[config.mk]
export PLATFORM = sky130hd
export DESIGN_NAME = dif_isqrt
export DESIGN_NICKNAME = d
export VERILOG_FILES = /design/src/design/dif_isqrt.sv
export SDC_FILE = /design/constraint.sdc
export NUM_CORES = 1
export LEC_CHECK = 0
export BUFFER_PORTS_ARGS = -buffer_cell sky130_fd_sc_hd__buf_2
export CORE_ASPECT_RATIO = 1.75
export CORE_MARGIN = 1.5
export CORE_UTILIZATION = 45
export DETAILED_ROUTE_END_ITERATION = 8
export MAX_ROUTING_LAYER = met4
export PLACE_DENSITY_LB_ADDON = 0.2
export SKIP_CTS_REPAIR_TIMING = 1
export SYNTH_ARGS = -nofsm -noshare
export SYNTH_HDL_FRONTEND = slang
export SYNTH_SLANG_ARGS = --single-unit
[constraint.sdc]
create_clock -name clk_i -period 2.3 [get_ports clk_i]
set_input_delay 0.115 -clock clk_i [delete_from_list [all_inputs] [get_ports clk_i]]
set_output_delay 0.115 -clock clk_i [all_outputs]
set_load 0.01 [all_outputs]
[src/design/dif_isqrt.sv]
module dif_isqrt #(
  parameter int RW = 48
) (
  input  logic              clk_i,
  input  logic              rst_ni,
  input  logic              start_i,
  input  logic [RW-1:0]     rad_i,
  output logic              done_o,
  output logic [RW/2-1:0]   root_o
);

  localparam int HW   = RW / 2;
  localparam int REMW = HW + 3;
  localparam int CW   = $clog2(HW + 1);

  logic            busy_q, busy_d;
  logic            done_q, done_d;
  logic [CW-1:0]   cnt_q, cnt_d;
  logic [RW-1:0]   rad_q, rad_d;
  logic [HW-1:0]   res_q, res_d;
  logic [REMW-1:0] rem_q, rem_d;
  logic [REMW-1:0] rem_sh;
  logic [REMW-1:0] trial;
  logic            ge;

  assign rem_sh = {rem_q[REMW-3:0], rad_q[RW-1:RW-2]};
  assign trial  = REMW'({res_q, 2'b01});
  assign ge     = rem_sh >= trial;

  always_comb begin
    busy_d = busy_q;
    done_d = 1'b0;
    cnt_d  = cnt_q;
    rad_d  = rad_q;
    res_d  = res_q;
    rem_d  = rem_q;
    if (start_i) begin
      busy_d = 1'b1;
      cnt_d  = CW'(HW);
      rad_d  = rad_i;
      res_d  = '0;
      rem_d  = '0;
    end else if (busy_q) begin
      // two radicand bits in, one root bit out
      rad_d = {rad_q[RW-3:0], 2'b00};
      rem_d = ge ? rem_sh - trial : rem_sh;
      res_d = {res_q[HW-2:0], ge};
      cnt_d = cnt_q - CW'(1);
      if (cnt_q == CW'(1)) begin
        busy_d = 1'b0;
        done_d = 1'b1;
      end
    end
  end

  always_ff @(posedge clk_i or negedge rst_ni) begin
    if (!rst_ni) begin
      busy_q <= 1'b0;
      done_q <= 1'b0;
      cnt_q  <= '0;
    end else begin
      busy_q <= busy_d;
      done_q <= done_d;
      cnt_q  <= cnt_d;
    end
  end

  always_ff @(posedge clk_i) begin
    rad_q <= rad_d;
    res_q <= res_d;
    rem_q <= rem_d;
  end

  assign done_o = done_q;
  assign root_o = res_q;

endmodule

==> impl_results.md <==
* Status: complete, but fails checks
* Failing checks: setup timing
* CORE AREA at 0.0124 sq mm
* P per Cell Area at 1240 mW/mm^2
* Relative slew slack at 60.7%
* Largest family of logic cells by synthesized area: multiplexers
* CTS H-Tree Depth at 3
* Most common cell in the netlist: nor2_1
* Row count at 54
* Post-synthesis area per instance at 10.3 sq um
* First-pass GRT wire length at 22.6 mm
* Unrepaired setup endpoints after global routing: true
* CTS Sinks at 104
* XOR/XNOR Fraction of Synth Area at 3.84%
* Worst VDD drop at 0.731 mV
* Fillers at 1,062
* Via density at 5.31
* DP Wirelength at 10.2 mm
* Final hold slack at 0.0413 ns
* Largest net degree at the start of global routing at 49
* CTS max path bufs at 2
* Final ANT Viol Nets at 0
* Leading area contributor after synthesis: edfxtp_1
* WL/cell at 15.9 um
* Tightest Pin Transition at 0.588 ns
* CP peak stage delay at 0.33 ns
* Antenna violations before repair at 0
* Reg2reg start: root_o[11]$_SDFFE_PP0P_
* Worst EP required at 2.55 ns
* Die area at 0.0134 sq mm
* #FFs+latches synth at 104
* Cell area after synthesis at 0.00570 sq mm
* I/O pin count at 76
* P_leak at 0.00362 uW
* Compound-gate portion of the synthesized area at 13.4%
* Worst Hold Class: in -> reg
* Setup crit start: root_o[11]$_SDFFE_PP0P_
* Max Clk Rate at 418 MHz
* Synth Instances at 552
* Worst Hold Launch: rad_i[1]
* DIE HEIGHT at 152 um
* Startpoint types: flop
* Crit path capture type: flop
* Max Slew Vio Count at 0
* DR vias at 4,804
* Setup WS post-layout at -0.0941 ns
* # diodes at 0
* Tmin final at 2.39 ns
* Setup violators final at 20
* Clock Latency Late Sink at 0.35 ns
* Slowest CP cell: dfxtp_2
* Port-buffer cells at 75
* Post-synth EDFFs at 48
* DR iter-0 viols at 232
* Final worst-path cycle share at 104%
* Drt drc at 0
* Unique cell type count in the Yosys netlist at 60
* Adder-Cell Fraction of Synth Area at 6.14%
* Placed cell areas at 0.00713 sq mm
* Top_reg_cell synth: dfxtp_1
* FF/Latch Area at 0.00262 sq mm
* GP Congestion at 0.931
* Final Hold Fails at 0
* CP Cell Sequence: inv_1 -> ha_4 -> and3_4 -> nand4_1 -> a211o_1 -> nand4b_1 -> a21oi_2 -> o21a_4 -> clkbuf_16 -> a41o_1 -> a31o_1
* Clk_skew at 0.0104 ns
* Commonest cells in the netlist: 58 x nor2_1, 55 x nand2_1, 49 x dfxtp_1, 48 x edfxtp_1, 46 x mux2_2
* MaxCap Viol Count at 0
* Layout cells sized above 1 at 47.6%
* Die X-Extent at 88.1 um
* Root Driver: clkbuf_16
* Max FO, Critical Path at 6
* Design area at 0.00793 sq mm
* Final Power at 9800 uW
* GR Overflow Total at 0
* Vias in the first global route at 4,992
* Clk slew on worst S/H paths at 0.08 ns
* Critical Path AT at 2.64 ns
* CP Class: reg -> reg
* Post-synth top area share at 25.3%
* Pre-Repair DR Iteration Count at 4
* Warnings from Yosys at 0
* Total global-route track usage at 22.0%
* Post-synthesis mux area share at 13.9%
* Area taken by multi-input logic gates at 0.00327 sq mm
* Area share of and/or/nand/nor cells after synthesis at 12.3%
* Nets at 811
* Final wirelength at 14.4 mm
* Area grow syn2layout at 39.0%
* Top cells by area, synth: edfxtp_1 25%, dfxtp_1 17%, mux2_2 9.1%
* CTS tree: built
* Seq/Total Area, Yosys at 45.5%
* Post-synthesis async set-or-reset flop share at 6.73%
* TritonCTS buffer count at 9
* Syn_nets at 631
* Initial Util at 45.9%
-- cells by family after synthesis --
group,after synthesis
xor+xnor,25
simple gates,157
fa+ha+maj,28
flops,104
mux,73
compound gates,100
buf+inv,65
-- final cells by class --
cell class / instances / share of cell area (%)
multi-input combinational: 383 / 41.3
clock buffer: 10 / 2.89
clock inverter: 6 / 0.773
sequential: 104 / 33.0
inverter: 32 / 1.52
timing repair buffer: 202 / 17.9
tap: 168 / 2.65
-- cells in the final DEF, fill, tap and decap left out, types with 4 or more instances in the layout --
cell / netlist / routed
a21o_1: 12 / 12
a311oi_2: 5 / 10
o21ai_2: 1 / 4
nand2_2: 0 / 4
buf_2: 6 / 74
dfxtp_2: 0 / 13
o21ai_1: 3 / 6
a21oi_2: 2 / 7
a311oi_1: 11 / 6
dfxtp_1: 49 / 36
mux2i_1: 26 / 25
o21a_1: 5 / 5
nor3b_1: 4 / 4
clkbuf_16: 0 / 10
buf_12: 0 / 5
a21oi_1: 15 / 10
nand2_1: 55 / 45
nor3_1: 7 / 4
inv_1: 32 / 28
dfrtp_1: 7 / 6
ha_1: 28 / 13
xor2_1: 10 / 10
ha_4: 0 / 15
nor2_1: 58 / 57
inv_2: 0 / 4
mux2_2: 46 / 46
edfxtp_1: 48 / 48
xnor2_1: 15 / 15
nand4_1: 7 / 7
nand2_4: 0 / 6
nor2b_1: 5 / 4
o21ai_0: 14 / 7
buf_4: 2 / 119
nand3_1: 7 / 4
-- through the flow --
step / std cells / utilization, % / setup slack [ns] / TNS, ns
6_report: 905 / 63.8 / -0.0941 / -1.24
5_1_grt: 905 / 63.8 / -0.203 / -3.87
4_1_cts: 901 / 59.7 / -0.367 / -6.01
3_5_place_dp: 885 / 57.3 / -0.293 / -4.52
3_3_place_gp: 885 / 57.3 / -0.336 / -4.12
2_1_floorplan: 552 / - / -0.0570 / -0.0570
-- state kept, by name, indices dropped and copies added, names as in the netlist --
register	count
busy_q	1
cnt_q	5
done_o	1
rad_q	48
rem_q	25
root_o	24
-- path summary, 6_finish.rpt --
check / endpoint / slack, ns / cells after the start
max: rem_q[22]$_SDFFE_PP0P_ / -0.09 / 11
min: rad_q[1]$_SDFFCE_PN0P_ / 0.04 / 2
max reg2reg: rem_q[22]$_SDFFE_PP0P_ / -0.09 / 11
min reg2reg: root_o[23]$_SDFFE_PP0P_ / 0.54 / 2
max in group asynchronous: busy_q$_DFF_PN0_ / 2.01 / 2
min in group asynchronous: done_o$_DFF_PN0_ / 0.12 / 2
-- power breakdown --
| part | total (uW) | internal [uW] | switching, uW |
|---|---|---|---|
| combinational | 5870 | 3090 | 2780 |
| clock | 1520 | 763 | 756 |
| sequential | 2410 | 2230 | 182 |
-- worst max-delay path, delay by kind of cell (launching register included) --
| family | cells | cell delay [ns] |
|---|---|---|
| simple gates | 3 | 0.37 |
| fa+ha+maj | 1 | 0.29 |
| flops | 1 | 0.33 |
| compound gates | 5 | 1.06 |
| buf+inv | 2 | 0.23 |
-- routing by layer --
metal	routed length (um)	global-route usage (%)	vias up
li1	-	-	2335
met1	5460	23.5	2332
met2	8110	38.9	107
met3	414	3.86	30
met4	391	9.30	0
met5	0	-	-
Note: power is estimated with default switching activity, not from simulation.
