### src/design/dif_div.sv
module dif_div #(
  parameter int NW = 73,
  parameter int DW = 64
) (
  input  logic          clk_i,
  input  logic          rst_ni,
  input  logic          start_i,
  input  logic [NW-1:0] num_i,
  input  logic [DW-1:0] den_i,
  output logic          done_o,
  output logic [NW-1:0] quo_o
);

  localparam int CW = $clog2(NW + 1);

  logic          busy_q, busy_d;
  logic          done_q, done_d;
  logic [CW-1:0] cnt_q, cnt_d;
  logic [NW-1:0] quo_q, quo_d;
  logic [DW-1:0] rem_q, rem_d;
  logic [DW-1:0] den_q, den_d;
  logic [DW:0]   rem_sh;
  logic [DW:0]   rem_sub;
  logic          ge;

  assign rem_sh  = {rem_q, quo_q[NW-1]};
  assign ge      = rem_sh >= {1'b0, den_q};
  assign rem_sub = rem_sh - {1'b0, den_q};

  always_comb begin
    busy_d = busy_q;
    done_d = 1'b0;
    cnt_d  = cnt_q;
    quo_d  = quo_q;
    rem_d  = rem_q;
    den_d  = den_q;
    if (start_i) begin
      busy_d = 1'b1;
      cnt_d  = CW'(NW);
      quo_d  = num_i;
      rem_d  = '0;
      den_d  = den_i;
    end else if (busy_q) begin
      // one quotient bit a cycle, restoring
      rem_d = ge ? rem_sub[DW-1:0] : rem_sh[DW-1:0];
      quo_d = {quo_q[NW-2:0], ge};
      cnt_d = cnt_q - CW'(1);
      if (cnt_q == CW'(1)) begin
        busy_d = 1'b0;
        done_d = 1'b1;
      end
    end
  end

  always_ff @(posedge clk_i or negedge rst_ni) begin
    if (!rst_ni) begin
      busy_q <= 1'b0;
      done_q <= 1'b0;
      cnt_q  <= '0;
    end else begin
      busy_q <= busy_d;
      done_q <= done_d;
      cnt_q  <= cnt_d;
    end
  end

  always_ff @(posedge clk_i) begin
    quo_q <= quo_d;
    rem_q <= rem_d;
    den_q <= den_d;
  end

  assign done_o = done_q;
  assign quo_o  = quo_q;

endmodule

### config.mk
export PLATFORM = sky130hd
export DESIGN_NAME = dif_div
export DESIGN_NICKNAME = d
export VERILOG_FILES = /design/src/design/dif_div.sv
export SDC_FILE = /design/constraint.sdc
export NUM_CORES = 1
export LEC_CHECK = 0
export BUFFER_PORTS_ARGS = -buffer_cell sky130_fd_sc_hd__buf_4
export CAP_MARGIN = 20
export CORE_ASPECT_RATIO = 0.8
export CORE_UTILIZATION = 49
export CTS_BUF_LIST = sky130_fd_sc_hd__clkbuf_16
export CTS_CLUSTER_SIZE = 40
export DETAILED_ROUTE_END_ITERATION = 7
export GPL_ROUTABILITY_DRIVEN = 0
export PLACE_DENSITY = 0.71
export SKIP_CTS_REPAIR_TIMING = 1
export SLEW_MARGIN = 20
export SYNTH_ARGS = -nofsm -noshare
export SYNTH_HDL_FRONTEND = slang
export SYNTH_SLANG_ARGS = --single-unit
### constraint.sdc
create_clock -name clk_i -period 3.9 [get_ports clk_i]
set_clock_uncertainty 0.15 [all_clocks]
set_input_delay 0.39 -clock clk_i [delete_from_list [all_inputs] [get_ports clk_i]]
set_output_delay 0.39 -clock clk_i [all_outputs]
set_load 0.02 [all_outputs]
==> results by group, run 1 <==
Critical path
  • Worst EP arrival: roughly 3700 ps
  • Worst Path Max Fanout: 6
  • Worst Setup End Kind: flop
  • Reg-to-Reg Start: den_q[26]
  • Critical path class: reg -> reg
  • Worst endpoint required time: 4220 ps
  • Cell mode on critical path: or2_0
  • Cell depth of the worst flop-to-flop path: 12
  • Worst path cell trace: inv_1 -> ha_1 -> and3_1 -> nand4_1 -> or2_0 -> or2_0 -> o211a_4 -> a2111oi_4 -> o21ai_2 -> nor3_2 -> mux2_1 -> a21oi_1
  • Crit start category: flop
  • Max stage delay on crit path: 420 ps
  • Worst reg2reg setup slack: between 400 and 500 ps
  • Worst r2r dst: rem_q[63]
  • Slowest cell on crit path: a2111oi_4

Power and ir drop
  • Sw Ratio: just under 40%
  • Pint: between 0.005 and 0.006 W
  • Sequential Power Share: 32.6%
  • Static leakage power: 6.816 nW
  • Psw: 0.003821 W
  • Part of the power in the clock network: 21.3%
  • Power per cell area: approximately 620 mW/mm^2
  • Gate power share: 46.1%
  • Tot Pwr: about 0.01 W
  • VDD IR-drop max: 0.0003396 V

Finish
  • P&R area growth vs syn: 25.97%
  • Nets: 1,688
  • ANT cells: 0
  • Most frequent cells in the layout: 225 x buf_4, 137 x edfxtp_1, 114 x nor2_1, 94 x a21oi_1, 91 x inv_1
  • Final Instance Count excl. Fillers: between 1,500 and 2,000
  • Most common cell after layout, fill and taps aside: buf_4
  • Proportion of layout cells with a drive suffix above 1: a little under a quarter

Logic synthesis
  • Post-Syn Nets: 1,442
  • Synth Instances: 1,235
  • YS warnings: 0
  • Synth unique cells: just over 70
  • Post-synth EDFFs: approximately 140
  • FFs w/ async S/R, synth: 4.286%
  • Synth Area per Inst: 10.01 sq um
  • Ys flop type: edfxtp_1
  • Mapped Area: 0.01236 sq mm
  • Yosys reg bits: 210
  • Post-synthesis sequential area ratio: around 45%

Clock tree
  • Clock transition at path regs: 70 ps
  • Clock sinks: 210
  • Skew-Pair Late Insertion Delay: 530 ps
  • CTS Buf Count: 23
  • CTS Root Cell: clkbuf_16
  • CTS tree: done
  • H-tree lvl count: 1
  • Max Root-Sink Buffers: 3

Global routing
  • Global Route met2 Usage: about two fifths
  • Grt total ovfl: 0
  • Number of global-route vias before repair: approximately 9,500
  • Initial antenna violation count: 0
  • Most Crowded Layer GR: met2
  • First-pass GRT wire length: 50,240 um
  • Largest net degree at the start of global routing: 96
  • Overall Global Routing Usage: 24.09%
  • Met3 Usage GRT: ~6.4%
  • GRT met1 Usage: between 30% and 40%

Timing
  • Final Setup Violations: 0
  • Setup TNS: 0 ps
  • Max Clk Rate: between 200 and 300 MHz
  • WHS: between 2 and 2.5 ps
  • Unrepaired setup endpoints after global routing: no
  • Rel. slew slack: roughly 40%
  • Worst-Margin Slew: 897.9 ps
  • Fin. max-slew vios: 0
  • PnR worst setup slack: about 480 ps
  • Post-layout min period: 3415 ps
  • Final period util: 87.57%
  • Final hold viol count: 0

Floorplanning
  • Die Wd: 179.6 um
  • IO Count: 214
  • Row cnt: 51
  • Die Footprint: 0.02587 sq mm
  • Core Box Area: 0.02457 sq mm
  • Starting Density: between 50% and 60%
  • Die Y: 144.1 um

Worst hold path
  • Hold Path Sink: quo_o[28]
  • Hold Path Class: in -> reg
  • Hold Path Origin: num_i[28]
  • Cell depth of the worst hold path: 2

Drt
  • Vias: 10,282
  • Vias/cell: 5.662
  • Total Routed Length: 32,450 um
  • Remaining antenna violation count: 0
  • Drt drc: 3
  • Detailed Routing Iterations Pass 1: 8
  • Starting DRT DRC Count: 730
  • Wire length per cell: 17.87 um

Flow run
  • MaxCap Viol Count: 0

Placed design
  • Final HPWL DP: 22,960 um
  • Placed cell count: 1,707
  • PortBufs: 213
  • Setup WS pre-CTS: slightly above 500 ps

Status
  • Failing checks: DRC
  • Status: complete, but fails checks
-- routing by layer --
| layer | vias up | share of wire [%] |
|---|---|---|
| li1 | 5017 | - |
| met1 | 4873 | 45 |
| met2 | 340 | 46 |
| met3 | 52 | 7.0 |
| met4 | 0 | 2.1 |
| met5 | - | 0 |
-- through the flow --
stage	util [%]	cell area (sq um)
5_1_grt	63.39	15570
3_5_place_dp	57.79	14200
3_3_place_gp	57.79	14200
6_report	63.39	15570
4_1_cts	60.66	14900
2_1_floorplan	-	12360
-- how the worst max path moves through the flow --
stage                     startpoint        end  slack, ps  cells after the start
after global placement     den_q[26]  rem_q[63]        530                     12
after floorplan            den_q[26]  rem_q[63]        890                     13
final                      den_q[26]  rem_q[63]        480                     12
after global routing       quo_o[72]  rem_q[58]        260                     13
after detailed placement   den_q[26]  rem_q[63]        510                     12
after CTS                  den_q[26]  rem_q[63]        490                     12
-- sequential cells by signal, indices dropped and copies added (netlist names) --
name / cells
cnt_q: 7
rem_q: 64
done_o: 1
quo_o: 73
busy_q: 1
den_q: 64
-- synth_stat cells (4+ instances only) --
master    count  area share, %
a31oi_1       9           0.46
dfxtp_1      64             10
ha_1         66            6.7
nand4_1      29            1.5
nand2_1      67            2.0
and3_1        9           0.46
nand3_1      12           0.49
dfrtp_1       9            1.8
edfxtp_1    137             33
nor2b_1      11           0.56
o21ai_1      33            1.3
mux2_2       72            6.6
nand2b_1     11           0.56
clkbuf_1     49            1.5
and2_1        8           0.40
o21a_1        6           0.36
buf_2        18           0.73
nor3_1       20           0.81
a22oi_1       9           0.55
a211oi_1     41            2.5
a221o_1       4           0.32
xor2_1       23            1.6
nor4_1        4           0.20
o21ai_0      26            1.1
o21bai_1     16           0.97
a21o_1       47            2.9
and4_1        4           0.28
mux2i_1      18            1.5
inv_1        85            2.6
a32oi_1       7           0.50
o221ai_1      5           0.35
o22ai_1       6           0.30
o211ai_1      7           0.43
xnor2_1      36            2.6
nor2_1      115            3.5
a21oi_1      94            3.8
-- cells by family (layout without fill, tap and decap cells) --
| logic type | after synthesis | in the layout | share of synthesized area [%] |
|---|---|---|---|
| xor+xnor | 59 | 59 | 4.180 |
| compound gates | 342 | 342 | 18.50 |
| simple gates | 307 | 307 | 11.80 |
| flops | 210 | 210 | 45.46 |
| mux | 91 | 91 | 8.106 |
| fa+ha+maj | 67 | 67 | 6.841 |
| buf+inv | 159 | 422 | 5.111 |
-- critical path: cells and delay by family (launching register included) --
family                   cells  cell delay, ps
flip-flops                   1             330
multiplexers                 1             350
AO/OA/AOI/OAI                4            1000
buffers and inverters        1              50
adder cells (fa/ha/maj)      1             380
AND/OR/NAND/NOR              5            1080
-- final cells by class --
type,count,area [sq um]
Fill cell,2034,8994
Multi-Input combinational cell,866,6120
Sequential cell,210,5622
Timing Repair Buffer,295,2411
Clock buffer,23,575.6
Tap cell,318,397.9
Inverter,85,319.1
Clock inverter,19,128.9
-- power groups by stage --
stage                     clock network, W  registers (W)  logic, W
after global routing               0.00220        0.00322   0.00492
final                              0.00207        0.00317   0.00448
after floorplan                          0        0.00322   0.00322
after CTS                          0.00211        0.00316   0.00437
after detailed placement                 0        0.00319   0.00435
after global placement                   0        0.00318   0.00429
(Power assumes the default switching activity.)
==> inputs of run 2 (changes only) <==
- ABC_AREA: default -> 1
- CORE_ASPECT_RATIO: 0.8 -> default
- PLACE_DENSITY: 0.71 -> 0.7
==> run 2 against run 1 <==
Compared with the run above: hold slack worse by 9.5 ps; largest cell class unchanged; register-to-register slack better by 240 ps; clock power is 8% higher; the run ends with hold timing left; combinational power is 78% lower; core utilization hardly changed; final cell count is 63% higher; critical path type unchanged; synthesized cell count is 80% higher; via count is 46% higher.
==> results by group, run 2 <==
Finish
  • P&R area growth vs syn: 27.01%
  • Max reg flops: 73 (unchanged)
  • Most common cell after layout, fill and taps aside: nand2_1
  • ANT cells: 0 (unchanged)
  • Final Cell Area: 0.01879 sq mm (+21%)
  • Nets: 2,766 (+64%)
  • Proportion of layout cells with a drive suffix above 1: 11.96% (-12 points)
  • Most frequent cells in the layout: 949 x nand2_1, 444 x inv_1, 222 x buf_4, 143 x nand3_1, 137 x edfxtp_1

Logic synthesis
  • Most instantiated cells after synthesis: 949 x nand2_1, 438 x inv_1, 143 x nand3_1
  • Post-synthesis simple-gate area fraction: 36.93% (+25 points)
  • Synth unique cells: 41 (-43%)
  • XOR/XNOR Fraction of Synth Area: 1.835% (-2.3 points)
  • Post-Syn Nets: 2,434 (+69%)
  • YS warnings: 0 (unchanged)
  • Yosys reg bits: 210 (unchanged)
  • Synth Area in Compound Gates: 4.017% (-14 points)
  • Largest family of logic cells by synthesized area: simple AND/OR/NAND/NOR gates
  • Area contributors post-synth: edfxtp_1 28%, nand2_1 24%, inv_1 11%
  • Synth Instances: 2,227 (+80%)
  • Mapped Area: 0.01480 sq mm (+20%)
  • Post-synthesis mux area share: 0% (-8.1 points)
  • Synth Area per Inst: 6.644 sq um (-34%)
  • FFs w/ async S/R, synth: 4.286% (unchanged)
  • Top-count cell post-synth: nand2_1
  • Post-synthesis sequential area ratio: 37.99% (-7.5 points)
  • Synth area leader: edfxtp_1
  • Post-synth EDFFs: 137 (unchanged)
  • Synth Area in Adders: 5.717% (-1.1 points)
  • Ys flop type: edfxtp_1
  • Yosys top cell area share: 27.81% (-5.5 points)

Drt
  • Remaining antenna violation count: 0 (unchanged)
  • Total Routed Length: 45,280 um (+40%)
  • Vias/cell: 5.049 (-11%)
  • Wire length per cell: 15.27 um (-15%)
  • Detailed Routing Iterations Pass 1: 8 (unchanged)
  • Drt drc: 0 (-3)
  • Vias: 14,975 (+46%)
  • Starting DRT DRC Count: 1,180 (+62%)

Global routing
  • Initial antenna violation count: 0 (unchanged)
  • Grt total ovfl: 0 (unchanged)
  • First-pass GRT wire length: 68,780 um (+37%)
  • Number of global-route vias before repair: 13,941 (+46%)
  • Largest net degree at the start of global routing: 121 (+26%)
  • Overall Global Routing Usage: 27.80% (+3.7 points)

Placed design
  • PortBufs: 213 (unchanged)
  • Placed cell areas: 0.01671 sq mm (+18%)
  • Final HPWL DP: 32,960 um (+44%)

Timing
  • Fin. max-slew vios: 0 (unchanged)
  • Setup TNS: 0 ps (unchanged)
  • Final hold viol count: 2 (+2)
  • Max Clk Rate: 315.1 MHz (+7.6%)
  • Rel. slew slack: 45.59% (+5.4 points)
  • Worst-Margin Slew: 814.3 ps (-83.66 ps)
  • Unrepaired setup endpoints after global routing: no
  • Final period util: 81.39% (-6.2 points)
  • WHS: -7.411 ps (-9.471 ps)
  • Post-layout min period: 3174 ps (-241.1 ps)
  • Final Setup Violations: 0 (unchanged)

Critical path
  • Worst endpoint required time: 4180 ps (-40 ps)
  • Worst EP arrival: 3460 ps (-270 ps)
  • Reg-to-Reg Start: den_q[8]
  • Worst reg2reg setup slack: 730 ps (+240 ps)
  • Cell depth of the worst flop-to-flop path: 19 (+7)
  • Crit start category: flop
  • Worst Setup End Kind: flop
  • Worst Path Max Fanout: 49 (+43)
  • Critical path class: reg -> reg
  • Worst r2r dst: rem_q[58]

Clock tree
  • H-tree lvl count: 1 (unchanged)
  • Clock sinks: 210 (unchanged)
  • Max Root-Sink Buffers: 3 (unchanged)
  • CTS Root Cell: clkbuf_16
  • Clock transition at path regs: 60 ps (about the same)
  • Skew-Pair Late Insertion Delay: 550 ps (+20 ps)
  • CTS Buf Count: 25 (+8.7%)
  • CTS tree: done

Status
  • Failing checks: hold timing
  • Status: complete, but fails checks

Floorplanning
  • Row cnt: 63 (+24%)
  • IO Count: 214 (unchanged)
  • Die Y: 175.8 um (+22%)
  • Starting Density: 49.92% (-0.40 points)
  • Die Footprint: 0.03089 sq mm (+19%)
  • Core Box Area: 0.02964 sq mm (+21%)
  • Die Wd: 175.8 um (-2.1%)

Worst hold path
  • Cell depth of the worst hold path: 3 (+1)
  • Hold Path Origin: num_i[70]
  • Hold Path Class: in -> reg
  • Hold Path Sink: quo_o[70]

Power and ir drop
  • Power per cell area: 310.6 mW/mm^2 (-50%)
  • VDD IR-drop max: 0.0003200 V (-5.8%)
  • Static leakage power: 10.33 nW (+52%)

Flow run
  • MaxCap Viol Count: 0 (unchanged)
-- run 2: changes by cell type in the layout (fill, tap and decap cells not counted), sizes merged, moves of 45 or more --
| cell | change |
|---|---|
| a21o | -45 |
| dlygate4sd3 | +64 |
| inv | +363 |
| mux2 | -73 |
| nand2 | +891 |
| nand3 | +143 |
-- run 2: where the power goes --
part           switching [W]  total (W)  internal, W
Clock               0.000943    0.00223      0.00129
Combinational       0.000556   0.000994     0.000438
Sequential         0.0000799    0.00261      0.00253
-- run 2: kinds of logic after synthesis --
kind of cell | after synthesis
xor+xnor | 31
flops | 210
simple gates | 1309
compound gates | 110
buf+inv | 500
fa+ha+maj | 67
-- run 2: final cells by class --
cell class	instances	area (sq um)
clock buffers	25	625.6
clock inverters	19	146.4
fillers	2739	10850
inverters	449	1688
multi-input cells	1517	7186
flip-flops and latches	210	5620
well taps	390	488.0
repair buffers	356	3038
-- run 2: worst max-delay path by stage --
stage                   from   endpoint  slack (ps)  cells past startpoint
floorplan            start_i   quo_o[0]          80                      5
global placement    den_q[8]  rem_q[18]         850                     17
detailed placement  den_q[8]  rem_q[57]         810                     19
CTS                 den_q[8]  rem_q[58]         760                     19
global route        den_q[3]  rem_q[57]         500                     19
finish              den_q[8]  rem_q[58]         730                     19
-- run 2: per-stage QoR --
| stage | std cells | setup WS (ps) | util, % | hold WS [ps] | power (W) |
|---|---|---|---|---|---|
| 2_1_floorplan | 2227 | 75.06 | - | -55.59 | 0.003133 |
| 3_3_place_gp | 2791 | 854.3 | 56.37 | 69.30 | 0.003500 |
| 3_5_place_dp | 2791 | 813.1 | 56.37 | 69.52 | 0.003512 |
| 4_1_cts | 2835 | 764.3 | 58.98 | -520.3 | 0.005766 |
| 5_1_grt | 2966 | 503.7 | 63.40 | -3.118 | 0.006066 |
| 6_report | 2966 | 725.9 | 63.40 | -7.411 | 0.005837 |
-- run 2: worst max-delay path: stages (launching register included) --
cell and delay, ps:
edfxtp_1 330, inv_1 40, ha_1 350, nand2_1 90, nand2_1 70, inv_1 60, nand2_1 90, inv_2 60
nand3_2 170, nand2_1 130, nand2_2 110, nand2_2 90, nand2_2 70, nand2_4 230, buf_4 530, nand3_1 170
nand2_1 110, inv_1 40, nand2_1 50, nand2_1 50
-- run 2: metal layers --
metal	GRT usage [%]	wire length, um	vias up	part of all wire [%]
met3	5.606	3736	110	8.3
met1	35.72	18960	6753	42
li1	-	-	7469	-
met5	0	0	-	0
met4	11.52	1860	0	4.1
met2	45.45	20720	643	46
